## src/c2s_pkg.sv

```systemverilog
`default_nettype none

package c2s_pkg;

    // Fixed field widths
    localparam int ROW_W = 6;
    localparam int COL_W = 10;

    // Row store geometry
    localparam int ROWS   = 64;
    localparam int ROW_AW = $clog2(ROWS);

    // Canonical empty extent
    localparam logic [ROW_W-1:0] EMPTY_TOP = ROW_W'(ROWS - 1);
    localparam logic [ROW_W-1:0] EMPTY_BOT = '0;

    typedef struct packed {
        logic [COL_W-1:0] column;
        logic [ROW_W-1:0] top;
        logic [ROW_W-1:0] bottom;
        logic             first;
    } t_c2s_in;

    typedef struct packed {
        logic [ROW_W-1:0] row;
        logic [COL_W-1:0] span_start;
        logic [COL_W-1:0] span_end;
        logic             last;
    } t_c2s_out;

    // Sequencer states
    typedef enum logic [1:0] {
        S_IDLE,
        S_CLOSE,
        S_EMIT,
        S_OPEN
    } t_c2s_state;

    // Span load request from the sequencer to the output stage
    typedef struct packed {
        logic             load;
        logic [ROW_W-1:0] row;
        logic [COL_W-1:0] span_end;
        logic             last;
    } t_c2s_emit;

    // One step of a row walk: row touched and the updated bounds
    typedef struct packed {
        logic             valid;
        logic [ROW_W-1:0] row;
        logic [ROW_W-1:0] top;
        logic [ROW_W-1:0] bot;
    } t_c2s_step;

endpackage

`default_nettype wire

```

## src/column_to_span_converter.sv

```systemverilog
`default_nettype none

// Column to span converter.
// Input channel (i_valid / o_ready / i_data) takes one column word: column
// index, top and bottom covered rows, and a first flag that opens a new plane.
// Output channel (o_valid / i_ready / o_data) gives one word per closed row:
// row, start column, end column (column minus one) and a last flag on the
// final span of that column. A column that closes nothing gives no word.
// Feed an empty column (top above bottom) to flush the open rows.
// Per column the sequencer walks the rows it touches one per cycle, unless the
// output stalls, through a 64-entry start-column store that is never read and
// written in the same cycle and has a registered read: closed rows are read and
// emitted, newly covered rows are written. The first span is read in S_CLOSE and
// loaded from S_EMIT; the rest follow one per cycle while the receiver keeps up.
// o_ready is high only between columns. A stalled receiver holds the output
// register and the sequencer waits on it without losing a span.
// Reset empties the previous extent and the output register; the start store
// is not cleared, since a row is always opened before it is closed.
module column_to_span_converter (
    input  wire logic              i_clk,
    input  wire logic              i_rst_n,
    input  wire logic              i_valid,
    output logic                   o_ready,
    input  wire c2s_pkg::t_c2s_in  i_data,
    output logic                   o_valid,
    input  wire logic              i_ready,
    output c2s_pkg::t_c2s_out      o_data
);
    import c2s_pkg::*;

    t_c2s_emit         emit;
    logic              out_free;
    logic              rd_en, wr_en;
    logic [ROW_AW-1:0] rd_addr, wr_addr;
    logic [COL_W-1:0]  rd_data, wr_data;

    c2s_sequencer u_seq (
        .i_clk      (i_clk),
        .i_rst_n    (i_rst_n),
        .i_valid    (i_valid),
        .o_ready    (o_ready),
        .i_data     (i_data),
        .i_out_free (out_free),
        .o_emit     (emit),
        .o_rd_en    (rd_en),
        .o_rd_addr  (rd_addr),
        .o_wr_en    (wr_en),
        .o_wr_addr  (wr_addr),
        .o_wr_data  (wr_data)
    );

    c2s_row_store u_store (
        .i_clk     (i_clk),
        .i_rd_en   (rd_en),
        .i_rd_addr (rd_addr),
        .o_rd_data (rd_data),
        .i_wr_en   (wr_en),
        .i_wr_addr (wr_addr),
        .i_wr_data (wr_data)
    );

    c2s_out_stage u_out (
        .i_clk        (i_clk),
        .i_rst_n      (i_rst_n),
        .i_emit       (emit),
        .i_span_start (rd_data),
        .o_free       (out_free),
        .o_valid      (o_valid),
        .i_ready      (i_ready),
        .o_data       (o_data)
    );

    // A span is never loaded over a word that is still waiting
    a_no_overwrite: assert property (@(posedge i_clk) disable iff (!i_rst_n)
        emit.load |-> (!o_valid || i_ready))
        else $error("span loaded over a pending word");

    // The store is never read and written in the same cycle
    a_one_port: assert property (@(posedge i_clk) disable iff (!i_rst_n)
        !(rd_en && wr_en))
        else $error("store read and write collide");

    // No store access while waiting for a column
    a_idle_quiet: assert property (@(posedge i_clk) disable iff (!i_rst_n)
        o_ready |-> (!rd_en && !wr_en && !emit.load))
        else $error("store access while idle");

    // Every load takes a start column that was just read or has stayed stable since
    a_load_after_read: assert property (@(posedge i_clk) disable iff (!i_rst_n)
        emit.load |-> ($past(rd_en) || $stable(rd_data)))
        else $error("span loaded without fetched start");

endmodule

`default_nettype wire

```

## src/c2s_row_store.sv

```systemverilog
`default_nettype none

module c2s_row_store (
    input  wire logic                      i_clk,
    input  wire logic                      i_rd_en,
    input  wire logic [c2s_pkg::ROW_AW-1:0] i_rd_addr,
    output logic      [c2s_pkg::COL_W-1:0]  o_rd_data,
    input  wire logic                      i_wr_en,
    input  wire logic [c2s_pkg::ROW_AW-1:0] i_wr_addr,
    input  wire logic [c2s_pkg::COL_W-1:0]  i_wr_data
);
    import c2s_pkg::*;

    logic [COL_W-1:0] r_mem [ROWS];
    logic [COL_W-1:0] r_rd_data;

    // Write the start column of an opened row
    always_ff @(posedge i_clk) begin
        if (i_wr_en) begin
            r_mem[i_wr_addr] <= i_wr_data;
        end
    end

    // Registered read; hold the word between reads
    always_ff @(posedge i_clk) begin
        if (i_rd_en) begin
            r_rd_data <= r_mem[i_rd_addr];
        end
    end

    assign o_rd_data = r_rd_data;

endmodule

`default_nettype wire

```

## src/c2s_sequencer.sv

```systemverilog
`default_nettype none

module c2s_sequencer (
    input  wire logic                       i_clk,
    input  wire logic                       i_rst_n,
    input  wire logic                       i_valid,
    output logic                            o_ready,
    input  wire c2s_pkg::t_c2s_in           i_data,
    input  wire logic                       i_out_free,
    output c2s_pkg::t_c2s_emit              o_emit,
    output logic                            o_rd_en,
    output logic      [c2s_pkg::ROW_AW-1:0] o_rd_addr,
    output logic                            o_wr_en,
    output logic      [c2s_pkg::ROW_AW-1:0] o_wr_addr,
    output logic      [c2s_pkg::COL_W-1:0]  o_wr_data
);
    import c2s_pkg::*;

    t_c2s_state       r_state, n_state;
    logic [ROW_W-1:0] r_t1, n_t1, r_b1, n_b1;
    logic [ROW_W-1:0] r_t2, n_t2, r_b2, n_b2;
    logic [ROW_W-1:0] r_prev_top, n_prev_top, r_prev_bot, n_prev_bot;
    logic [ROW_W-1:0] r_row, n_row;
    logic [COL_W-1:0] r_col, n_col, r_end, n_end;

    logic [ROW_W-1:0] bot_sat, new_top, new_bot;
    logic             col_empty;
    t_c2s_step        cs, os;

    // Next row to close: old top rows ascending, then old bottom rows descending
    function automatic t_c2s_step close_step(
        input logic [ROW_W-1:0] t1, input logic [ROW_W-1:0] b1,
        input logic [ROW_W-1:0] t2, input logic [ROW_W-1:0] b2);
        t_c2s_step s;
        s.valid = 1'b0;
        s.row   = t1;
        s.top   = t1;
        s.bot   = b1;
        if (t1 < t2 && t1 <= b1) begin
            s.valid = 1'b1;
            s.top   = t1 + ROW_W'(1);
        end else if (b1 > b2 && b1 >= t1) begin
            s.valid = 1'b1;
            s.row   = b1;
            s.bot   = b1 - ROW_W'(1);
        end
        return s;
    endfunction

    // Next row to open: new top rows ascending, then new bottom rows descending
    function automatic t_c2s_step open_step(
        input logic [ROW_W-1:0] t1, input logic [ROW_W-1:0] b1,
        input logic [ROW_W-1:0] t2, input logic [ROW_W-1:0] b2);
        t_c2s_step s;
        s.valid = 1'b0;
        s.row   = t2;
        s.top   = t2;
        s.bot   = b2;
        if (t2 < t1 && t2 <= b2) begin
            s.valid = 1'b1;
            s.top   = t2 + ROW_W'(1);
        end else if (b2 > b1 && b2 >= t2) begin
            s.valid = 1'b1;
            s.row   = b2;
            s.bot   = b2 - ROW_W'(1);
        end
        return s;
    endfunction

    // Clamp the incoming extent and fold any empty one to the canonical form
    always_comb begin
        bot_sat   = ({1'b0, i_data.bottom} > (ROW_W + 1)'(ROWS - 1)) ? EMPTY_TOP
                                                                     : i_data.bottom;
        col_empty = i_data.top > bot_sat;
        new_top   = col_empty ? EMPTY_TOP : i_data.top;
        new_bot   = col_empty ? EMPTY_BOT : bot_sat;
    end

    assign cs = close_step(r_t1, r_b1, r_t2, r_b2);
    assign os = open_step(r_t1, r_b1, r_t2, r_b2);

    // Next state
    always_comb begin
        n_state = r_state;
        case (r_state)
            S_IDLE:  if (i_valid) n_state = S_CLOSE;
            S_CLOSE: n_state = cs.valid ? S_EMIT : S_OPEN;
            S_EMIT:  if (i_out_free && !cs.valid) n_state = S_OPEN;
            S_OPEN:  if (!os.valid) n_state = S_IDLE;
            default: n_state = S_IDLE;
        endcase
    end

    // Outputs and loop bounds
    always_comb begin
        n_t1       = r_t1;
        n_b1       = r_b1;
        n_t2       = r_t2;
        n_b2       = r_b2;
        n_prev_top = r_prev_top;
        n_prev_bot = r_prev_bot;
        n_row      = r_row;
        n_col      = r_col;
        n_end      = r_end;
        o_ready    = 1'b0;
        o_emit     = '0;
        o_rd_en    = 1'b0;
        o_rd_addr  = cs.row[ROW_AW-1:0];
        o_wr_en    = 1'b0;
        o_wr_addr  = os.row[ROW_AW-1:0];
        o_wr_data  = r_col;
        case (r_state)
            S_IDLE: begin
                o_ready = 1'b1;
                if (i_valid) begin
                    n_t1       = i_data.first ? EMPTY_TOP : r_prev_top;
                    n_b1       = i_data.first ? EMPTY_BOT : r_prev_bot;
                    n_t2       = new_top;
                    n_b2       = new_bot;
                    n_prev_top = new_top;
                    n_prev_bot = new_bot;
                    n_col      = i_data.column;
                    n_end      = i_data.column - COL_W'(1);
                end
            end
            S_CLOSE: begin
                if (cs.valid) begin
                    o_rd_en = 1'b1;
                    n_t1    = cs.top;
                    n_b1    = cs.bot;
                    n_row   = cs.row;
                end
            end
            S_EMIT: begin
                // Hand over the fetched span and fetch the next one behind it
                if (i_out_free) begin
                    o_emit.load     = 1'b1;
                    o_emit.row      = r_row;
                    o_emit.span_end = r_end;
                    o_emit.last     = !cs.valid;
                    if (cs.valid) begin
                        o_rd_en = 1'b1;
                        n_t1    = cs.top;
                        n_b1    = cs.bot;
                        n_row   = cs.row;
                    end
                end
            end
            S_OPEN: begin
                if (os.valid) begin
                    o_wr_en = 1'b1;
                    n_t2    = os.top;
                    n_b2    = os.bot;
                end
            end
            default: ;
        endcase
    end

    // Control registers
    always_ff @(posedge i_clk) begin
        if (!i_rst_n) begin
            r_state    <= S_IDLE;
            r_prev_top <= EMPTY_TOP;
            r_prev_bot <= EMPTY_BOT;
        end else begin
            r_state    <= n_state;
            r_prev_top <= n_prev_top;
            r_prev_bot <= n_prev_bot;
        end
    end

    // Working registers of the current column
    always_ff @(posedge i_clk) begin
        r_t1  <= n_t1;
        r_b1  <= n_b1;
        r_t2  <= n_t2;
        r_b2  <= n_b2;
        r_row <= n_row;
        r_col <= n_col;
        r_end <= n_end;
    end

endmodule

`default_nettype wire

```

## src/c2s_out_stage.sv

```systemverilog
`default_nettype none

module c2s_out_stage (
    input  wire logic                      i_clk,
    input  wire logic                      i_rst_n,
    input  wire c2s_pkg::t_c2s_emit        i_emit,
    input  wire logic [c2s_pkg::COL_W-1:0] i_span_start,
    output logic                           o_free,
    output logic                           o_valid,
    input  wire logic                      i_ready,
    output c2s_pkg::t_c2s_out              o_data
);
    import c2s_pkg::*;

    logic     r_valid;
    t_c2s_out r_data;

    assign o_free = !r_valid || i_ready;

    // Hold the word until taken; refill as it leaves
    always_ff @(posedge i_clk) begin
        if (!i_rst_n) begin
            r_valid <= 1'b0;
        end else if (i_emit.load) begin
            r_valid <= 1'b1;
        end else if (i_ready) begin
            r_valid <= 1'b0;
        end
    end

    always_ff @(posedge i_clk) begin
        if (i_emit.load) begin
            r_data.row        <= i_emit.row;
            r_data.span_start <= i_span_start;
            r_data.span_end   <= i_emit.span_end;
            r_data.last       <= i_emit.last;
        end
    end

    assign o_valid = r_valid;
    assign o_data  = r_data;

endmodule

`default_nettype wire
```

## config.mk

```make
export PLATFORM = sky130hd
export DESIGN_NAME = column_to_span_converter
export DESIGN_NICKNAME = d
export VERILOG_FILES = /design/src/c2s_pkg.sv /design/src/column_to_span_converter.sv /design/src/c2s_row_store.sv /design/src/c2s_sequencer.sv /design/src/c2s_out_stage.sv
export SDC_FILE = /design/constraint.sdc
export NUM_CORES = 1
export LEC_CHECK = 0
export ABC_AREA = 0
export BUFFER_PORTS_ARGS = -buffer_cell sky130_fd_sc_hd__buf_2
export CORE_AREA = 2 2 260 262
export DETAILED_ROUTE_END_ITERATION = 16
export DIE_AREA = 0 0 262 264
export PLACE_DENSITY = 0.68
export REMOVE_ABC_BUFFERS = 1
export SKIP_CTS_REPAIR_TIMING = 1
export SLEW_MARGIN = 20
export SYNTH_ARGS = -nofsm -noshare
export SYNTH_HDL_FRONTEND = slang
export SYNTH_SLANG_ARGS = --single-unit
```

## constraint.sdc

```tcl
create_clock -name i_clk -period 4.8 [get_ports i_clk]
set_clock_uncertainty 0.2 [all_clocks]
set_input_delay 0.24 -clock i_clk [delete_from_list [all_inputs] [get_ports i_clk]]
set_output_delay 0.24 -clock i_clk [all_outputs]
set_load 0.02 [all_outputs]
```

==> summary.md, run 1 <==
| Metric | Value |
|---|---|
| Post-synthesis sequential area ratio | 0.703 |
| Final hold vios | 0 |
| First-pass GRT wire length | around 130,000 µm |
| Pwr Total | between 20 and 25 mW |
| Period minus WS final | around 4700 ps |
| Chip width | roughly 260 µm |
| Root buf cell | clkbuf_16 |
| Worst Path Arrival | 4820 ps |
| Initial Util | 0.473 |
| Leak pwr | around 12 nW |
| Layout cells sized above 1 | 0.158 |
| Post-route DRC | 0 |
| Clock latency on the worst-skew pair | approximately 630 ps |
| Vias | 20,700 |
| Setup TNS | 0 ps |
| Final setup viols | 0 |
| Setup Crit Path Kind | reg -> reg |
| Synthesis Warnings | 0 |
| Ports | 56 |
| Post-synth EDFFs | ~730 |
| Number of diodes | 0 |
| Grt total ovfl | 0 |
| Dpl ws | between 150 and 200 ps |
| Synthesized cell area | around 0.031 mm² |
| Worst Reg-to-Reg Cells | 13 |
| Die Y-Extent | 264 µm |
| FF-to-FF Start | u_seq.r_b1[2]$_DFFE_PP_ |
| Nets | roughly 2,500 |
| Mapped Cells | roughly 2,300 |
| GPL Wtd Cong | roughly 0.89 |
| Total clock sinks | ~740 |
| Die ar. | between 0.06 and 0.07 mm² |
| Ys async rst share | 0 |
| CTS tree | done |
| RR Endpoint | u_store.o_rd_data[3]$_DFFE_PP_ |
| Maximum clock path buffer count | 3 |
| Commonest non-fill, non-tap cells in the layout | edfxtp_1, nand3_1, o21ai_0 |
| Final WS setup | 145 ps |
| Initial drt markers | a little over 3,000 |
| Power per Cell Area | between 600 and 700 mW/mm² |
| Area Growth Syn to Fin | 14.5% |
| Pin count of the biggest net entering global routing | 161 |
| Worst reg2reg setup slack | ~150 ps |
| Library cells used by synthesis | 73 |
| Crit path from | u_seq.r_b1[2]$_DFFE_PP_ |
| Top FF cell, synth | edfxtp_1 |
| Total CTS buffers | 74 |
| Min-delay worst type | in -> reg |
| Initial DRT Pass Iterations | 9 |
| Initial antenna violation count | 2 |
| Status | completed |
| GRT Total Usage | 0.241 |
| Worst Tran Pin Value | about 1200 ps |
| Slew Limit Fails | 0 |
| HPWL Detailed | 50,700 µm |
| Core area | roughly 0.067 mm² |
| RSZ-0062 raised after global routing | no |
| Syn Area/Cell | 13.9 µm² |
| Worst slew margin | 0.221 |
| Clk slew on worst S/H paths | about 60 ps |
| I/O Buffers | 55 |
| Final period util | 0.970 |
| Core Rows | 95 |
| Max FO, Critical Path | 40 |
| Max Fclk | about 210 MHz |
| Maximum VDD drop | 0.421 mV |
| Vias per cell | about 6.2 |
| DR WL/cell | 25.1 µm |
| Critical Path RT | around 5000 ps |
| Critical path endpoint category | flop |
| Vias in the first global route | a little over 20,000 |
| Commonest non-fill, non-tap cell in the layout | edfxtp_1 |
| Flops & latches, synth | approximately 740 |
| Max cap viols | 0 |
| Final wirelength | 83,800 µm |
| FILL cells | between 5,000 and 6,000 |
| Startpoint type of the worst setup path | flop |
| H-tree depth | 3 |
| Post-Route Utilization | 0.541 |
| CP Capture Point | u_store.o_rd_data[3]$_DFFE_PP_ |
| Routed Antenna Nets | 0 |
==> final cells by class <==
class | instances | area [µm²] | area share
flip-flops and latches | 742 | 22100 | 0.614
multi-input cells | 1312 | 8570 | 0.238
clock buffers | 96 | 1980 | 0.0549
repair buffers | 240 | 1870 | 0.0518
well taps | 873 | 1090 | 0.0303
clock inverters | 35 | 236 | 0.00656
inverters | 41 | 154 | 0.00427
==> state kept, by name, summed over array words and instances, names as in the netlist <==
signal             flops
u_out.o_data          27
u_out.o_valid          1
u_seq.o_wr_data       10
u_seq.r_b1             6
u_seq.r_b2             6
u_seq.r_end           10
u_seq.r_prev_bot       6
u_seq.r_prev_top       6
u_seq.r_row            6
u_seq.r_state          2
u_seq.r_t1             6
u_seq.r_t2             6
u_store.o_rd_data     10
u_store.r_mem        640
==> critical path, cell delays in order, from the launching register on <==
cell      delay [ps]
edfxtp_1         530
inv_1            130
ha_1             320
nand4_1          130
a21oi_1           90
o32a_2           450
o31a_4           430
o22ai_2          200
buf_12           270
a21oi_1          100
o41ai_2          550
buf_4            220
nand4_1          220
a2111o_1         520
==> worst min-delay path by stage <==
stage	from	endpoint	slack (ps)	cells after the start
floorplan	i_rst_n	u_seq.r_prev_top[0]$_SDFFE_PN1P_	100	1
global placement	u_seq.r_prev_bot[4]$_SDFFE_PN0P_	u_seq.r_prev_bot[4]$_SDFFE_PN0P_	250	2
detailed placement	i_data[14]	u_seq.o_wr_data[1]$_DFFE_PP_	250	1
CTS	i_data[14]	u_seq.o_wr_data[1]$_DFFE_PP_	-400	1
global route	i_valid	u_seq.r_state[0]$_SDFFE_PN0P_	90	5
finish	i_valid	u_seq.r_state[0]$_SDFFE_PN0P_	40	5
==> cell usage after synthesis, types with 5 or more instances <==
master	instances	area, µm²
edfxtp_1	727	21800
nand3_1	261	1310
o21ai_0	213	1070
a21oi_1	187	936
clkbuf_1	119	447
nand2_1	91	342
mux2i_1	80	801
nor3_1	70	350
ha_1	40	500
inv_1	38	143
nor2_1	24	90.1
buf_2	23	115
and3_1	21	131
o41ai_1	21	184
a222oi_1	19	190
o41ai_2	19	309
and2_1	18	113
a211oi_1	17	128
a31oi_1	17	106
dfxtp_1	15	300
mux2_2	15	169
buf_4	14	105
nor4_1	14	87.6
o2111ai_1	14	123
xnor2_1	14	123
nand4_1	13	81.3
nor3b_1	11	82.6
a221o_1	10	100
o21a_1	10	75.1
o22ai_1	10	62.6
a2111o_1	9	101
buf_1	9	33.8
o211ai_1	9	67.6
xor2_1	9	78.8
nand2b_1	8	50.1
nor2b_1	8	50.1
a21oi_2	7	61.3
buf_6	7	78.8
mux2_1	7	78.8
a21o_1	5	37.5
==> logic make-up (layout without fill, tap and decap cells) <==
kind of cell,after synthesis,in the layout,synth area share
compound gates,595,595,0.122
mux,102,102,0.0333
fa+ha+maj,40,40,0.0159
simple gates,552,552,0.0892
flops,742,742,0.703
buf+inv,213,412,0.0297
xor+xnor,23,23,0.00640
==> layer usage <==
| metal | vias to the layer above | part of all wire | GRT usage |
|---|---|---|---|
| li1 | 9182 | - | - |
| met1 | 10300 | 0.40 | 0.327 |
| met2 | 1043 | 0.48 | 0.383 |
| met3 | 183 | 0.089 | 0.0476 |
| met4 | 2 | 0.038 | 0.0945 |
| met5 | - | 0.00019 | 0 |
==> where the power goes <==
| group | internal [mW] | switching [mW] | leakage (nW) |
|---|---|---|---|
| sequential | 7.87 | 0.231 | 6.68 |
| clock | 2.98 | 2.39 | 1.08 |
| combinational | 3.38 | 7.25 | 4.17 |
==> per-stage QoR <==
step	instance area (µm²)	hold WS, ps	cells
2_1_floorplan	30700	102	2095
3_3_place_gp	33500	253	3182
3_5_place_dp	33500	255	3182
4_1_cts	35700	-400	3313
5_1_grt	36000	87.9	3339
6_report	36000	41.5	3339
Note: power is estimated with default switching activity, not from simulation.
==> run 2, diff against run 1 <==
ABC_AREA = 1   (was 0)
CORE_AREA = 2 2 267 269   (was 2 2 260 262)
DIE_AREA = 0 0 269 271   (was 0 0 262 264)
==> run 2 against run 1 <==
  * Sequential power down 0.7%
  * Highest routed layer is now met4
  * Global-route usage down 1.1 points
  * Utilization decreased by 0.12 points
  * Largest cell class unchanged
  * Critical endpoint is now u_store.r_mem[36][1]$_DFFE_PP_
  * Synthesized cell count up 42%
  * Fmax is 6.4% higher
  * Cell count increased by 30%
==> summary.md, run 2 <==
| Metric | Value |
|---|---|
| Leak pwr | 15.8 nW |
| Post-Synth Adder-Cell Area | 0.0151 |
| Final period util | 0.911 |
| CTS tree | done |
| Routed Antenna Nets | 0 |
| Slew Limit Fails | 0 |
| Post-route DRC | 0 |
| Min-delay src | i_data[22] |
| Cells taking the most area after synthesis | edfxtp_1, nand3_1, nand2_1, inv_1, ha_1 |
| Vias per cell | approximately 5.2 |
| Initial DRT Pass Iterations | 5 |
| FILL cells | just under 6,000 |
| Clk slew on worst S/H paths | 60 ps |
| Commonest non-fill, non-tap cell in the layout | edfxtp_1 |
| Most frequent cells after synthesis | edfxtp_1, nand2_1, nand3_1 |
| Uppermost routed layer | met4 |
| Metal3 WL | roughly 6500 µm |
| Setup TNS | 0 ps |
| Most numerous cell in the Yosys netlist | edfxtp_1 |
| Routed metal-1 wirelength | between 30,000 and 40,000 µm |
| GRT Total Usage | 0.230 |
| Max Fclk | between 200 and 250 MHz |
| Ys async rst share | 0 |
| Synthesis Warnings | 0 |
| Setup Crit Path Kind | reg -> reg |
| Simple-Gate Fraction of Synth Area | 0.207 |
| Status | completed |
| Die Y-Extent | 271 µm |
| GPL Wtd Cong | 0.893 |
| Maximum clock path buffer count | 3 |
| Post-synthesis mux area share | 0 |
| Top FF cell, synth | edfxtp_1 |
| Synth Area in Compound Gates | 0.0140 |
| Library cells used by synthesis | 38 |
| RSZ-0062 raised after global routing | no |
| Post-Route Utilization | 0.540 |
| Area leader, netlist | edfxtp_1 |
| Root buf cell | clkbuf_16 |
| Worst Path Buf+Inv | 4 |
| DR WL/cell | between 15 and 20 µm |
| Fraction of synthesized cell area in xor and xnor cells | 0.00527 |
| Startpoint type of the worst setup path | flop |
| I/O Buffers | 55 |
| Number of diodes | 0 |
| Grt total ovfl | 0 |
| CP delay by family, top | simple AND/OR/NAND/NOR gates |
| Nets | 3,415 |
| Maximum VDD drop | about 0.64 mV |
| Worst slew margin | 0.230 |
| Clock latency on the worst-skew pair | between 600 and 700 ps |
| Total clock sinks | about 740 |
| Syn Area/Cell | just over 10 µm² |
| Critical Path RT | a little under 5000 ps |
| RR Endpoint | u_store.r_mem[36][1]$_DFFE_PP_ |
| Die ar. | around 0.073 mm² |
| Core Rows | 97 |
| Area Growth Syn to Fin | 13.4% |
| Total CTS buffers | 77 |
| Period minus WS final | 4370 ps |
| Post-synthesis sequential area ratio | 0.666 |
| Core area | between 0.06 and 0.07 mm² |
| Largest family of logic cells by synthesized area | simple AND/OR/NAND/NOR gates |
| Commonest non-fill, non-tap cells in the layout | edfxtp_1, nand2_1, nand3_1 |
| Mapped Cells | ~3,200 |
| CP cell instances | inv_1, ha_1, nand2_1, inv_1, o21bai_1, nand3_2, nand3_1, nand3_1, o21ai_0, nand4_1, buf_4, nor2_1, buf_4 |
| Max FO, Critical Path | 13 |
| Post-synth EDFFs | approximately 730 |
| Vias in the first global route | 21,700 |
| Vias | about 23,000 |
| Initial Util | 0.476 |
| H-tree depth | 3 |
| Min-delay worst type | in -> reg |
| WHS Endpoint | u_seq.o_wr_data[9]$_DFFE_PP_ |
| Flops & latches, synth | approximately 740 |
| Worst Path Arrival | about 4500 ps |
| Met2 WL | 40,100 µm |
| CP peak stage delay | 660 ps |
| Final hold vios | 0 |
| Final wirelength | 83,700 µm |
| First-pass GRT wire length | ~130,000 µm |
| Hold Crit Depth | 2 |
| Max cap viols | 0 |
| Ports | 56 |
| Critical path endpoint category | flop |
| Area share of the largest cell type after synthesis | 0.657 |
| Worst Tran Pin Value | approximately 1200 ps |
| Synthesized cell area | between 0.03 and 0.04 mm² |
| Worst reg2reg setup slack | approximately 430 ps |
| HPWL Detailed | 48,600 µm |
| FF-to-FF Start | u_seq.r_t2[3]$_DFFE_PP_ |
| Pin count of the biggest net entering global routing | between 100 and 150 |
| Initial antenna violation count | 0 |
| Layout cells sized above 1 | 0.0841 |
| Max FFs per register | 640 |
| Worst Reg-to-Reg Cells | 13 |
| Chip width | approximately 270 µm |
| Initial drt markers | 2,593 |
| Final setup viols | 0 |
| Power per Cell Area | approximately 680 mW/mm² |
| Slowest-stage cell, CP | nand4_1 |
| Most flops, register | u_store.r_mem |
run 2: area by class of cell:
type	instances	area [µm²]	share of cell area
Sequential cell	742	22100	0.587
Clock buffer	100	2080	0.0551
Inverter	636	2390	0.0633
Tap cell	940	1180	0.0312
Clock inverter	42	269	0.00714
Timing Repair Buffer	195	1550	0.0410
Multi-Input combinational cell	1696	8100	0.215
run 2: per-stage QoR:
stage / instance area [µm²] / power, mW / cells / setup WS, ps / hold slack (ps)
6_report: 37700 / 25.6 / 4351 / 425 / 169
5_1_grt: 37700 / 27.0 / 4351 / 174 / 161
4_1_cts: 37400 / 25.6 / 4323 / 581 / -404
3_5_place_dp: 35100 / 20.0 / 4181 / 563 / 242
3_3_place_gp: 35100 / 19.8 / 4181 / 663 / 237
2_1_floorplan: 32600 / 15.4 / 3074 / -3740 / 139
run 2: layer usage:
| layer | vias to the layer above | GRT usage |
|---|---|---|
| met5 | - | 0 |
| met4 | 0 | 0.0673 |
| met3 | 136 | 0.0393 |
| met2 | 873 | 0.372 |
| met1 | 10800 | 0.319 |
| li1 | 10900 | - |
run 2: cells by family (layout without fill, tap and decap cells):
logic type / Yosys count / in the layout
buf+inv: 785 / 973
compound gates: 87 / 87
fa+ha+maj: 40 / 40
simple gates: 1549 / 1549
xor+xnor: 20 / 20
flops: 742 / 742
run 2: how the worst max path moves through the flow:
stage / slack, ps / cells past startpoint / end / from
final: 430 / 13 / u_store.r_mem[36][1]$_DFFE_PP_ / u_seq.r_t2[3]$_DFFE_PP_
after floorplan: -3740 / 8 / u_seq.r_row[0]$_DFFE_PP_ / u_seq.r_b1[4]$_DFFE_PP_
after detailed placement: 560 / 13 / u_store.r_mem[36][5]$_DFFE_PP_ / u_seq.r_t2[3]$_DFFE_PP_
after CTS: 580 / 13 / u_store.r_mem[52][1]$_DFFE_PP_ / u_seq.r_t2[3]$_DFFE_PP_
after global placement: 660 / 13 / u_store.r_mem[36][4]$_DFFE_PP_ / u_seq.r_t2[3]$_DFFE_PP_
after global routing: 170 / 13 / u_store.r_mem[52][5]$_DFFE_PP_ / u_seq.r_t2[3]$_DFFE_PP_
run 2: power by group:
| group | switching, mW | internal [mW] | leakage (nW) |
|---|---|---|---|
| combinational | 8.65 | 3.27 | 8.01 |
| sequential | 0.202 | 7.84 | 6.69 |
| clock | 2.45 | 3.17 | 1.13 |
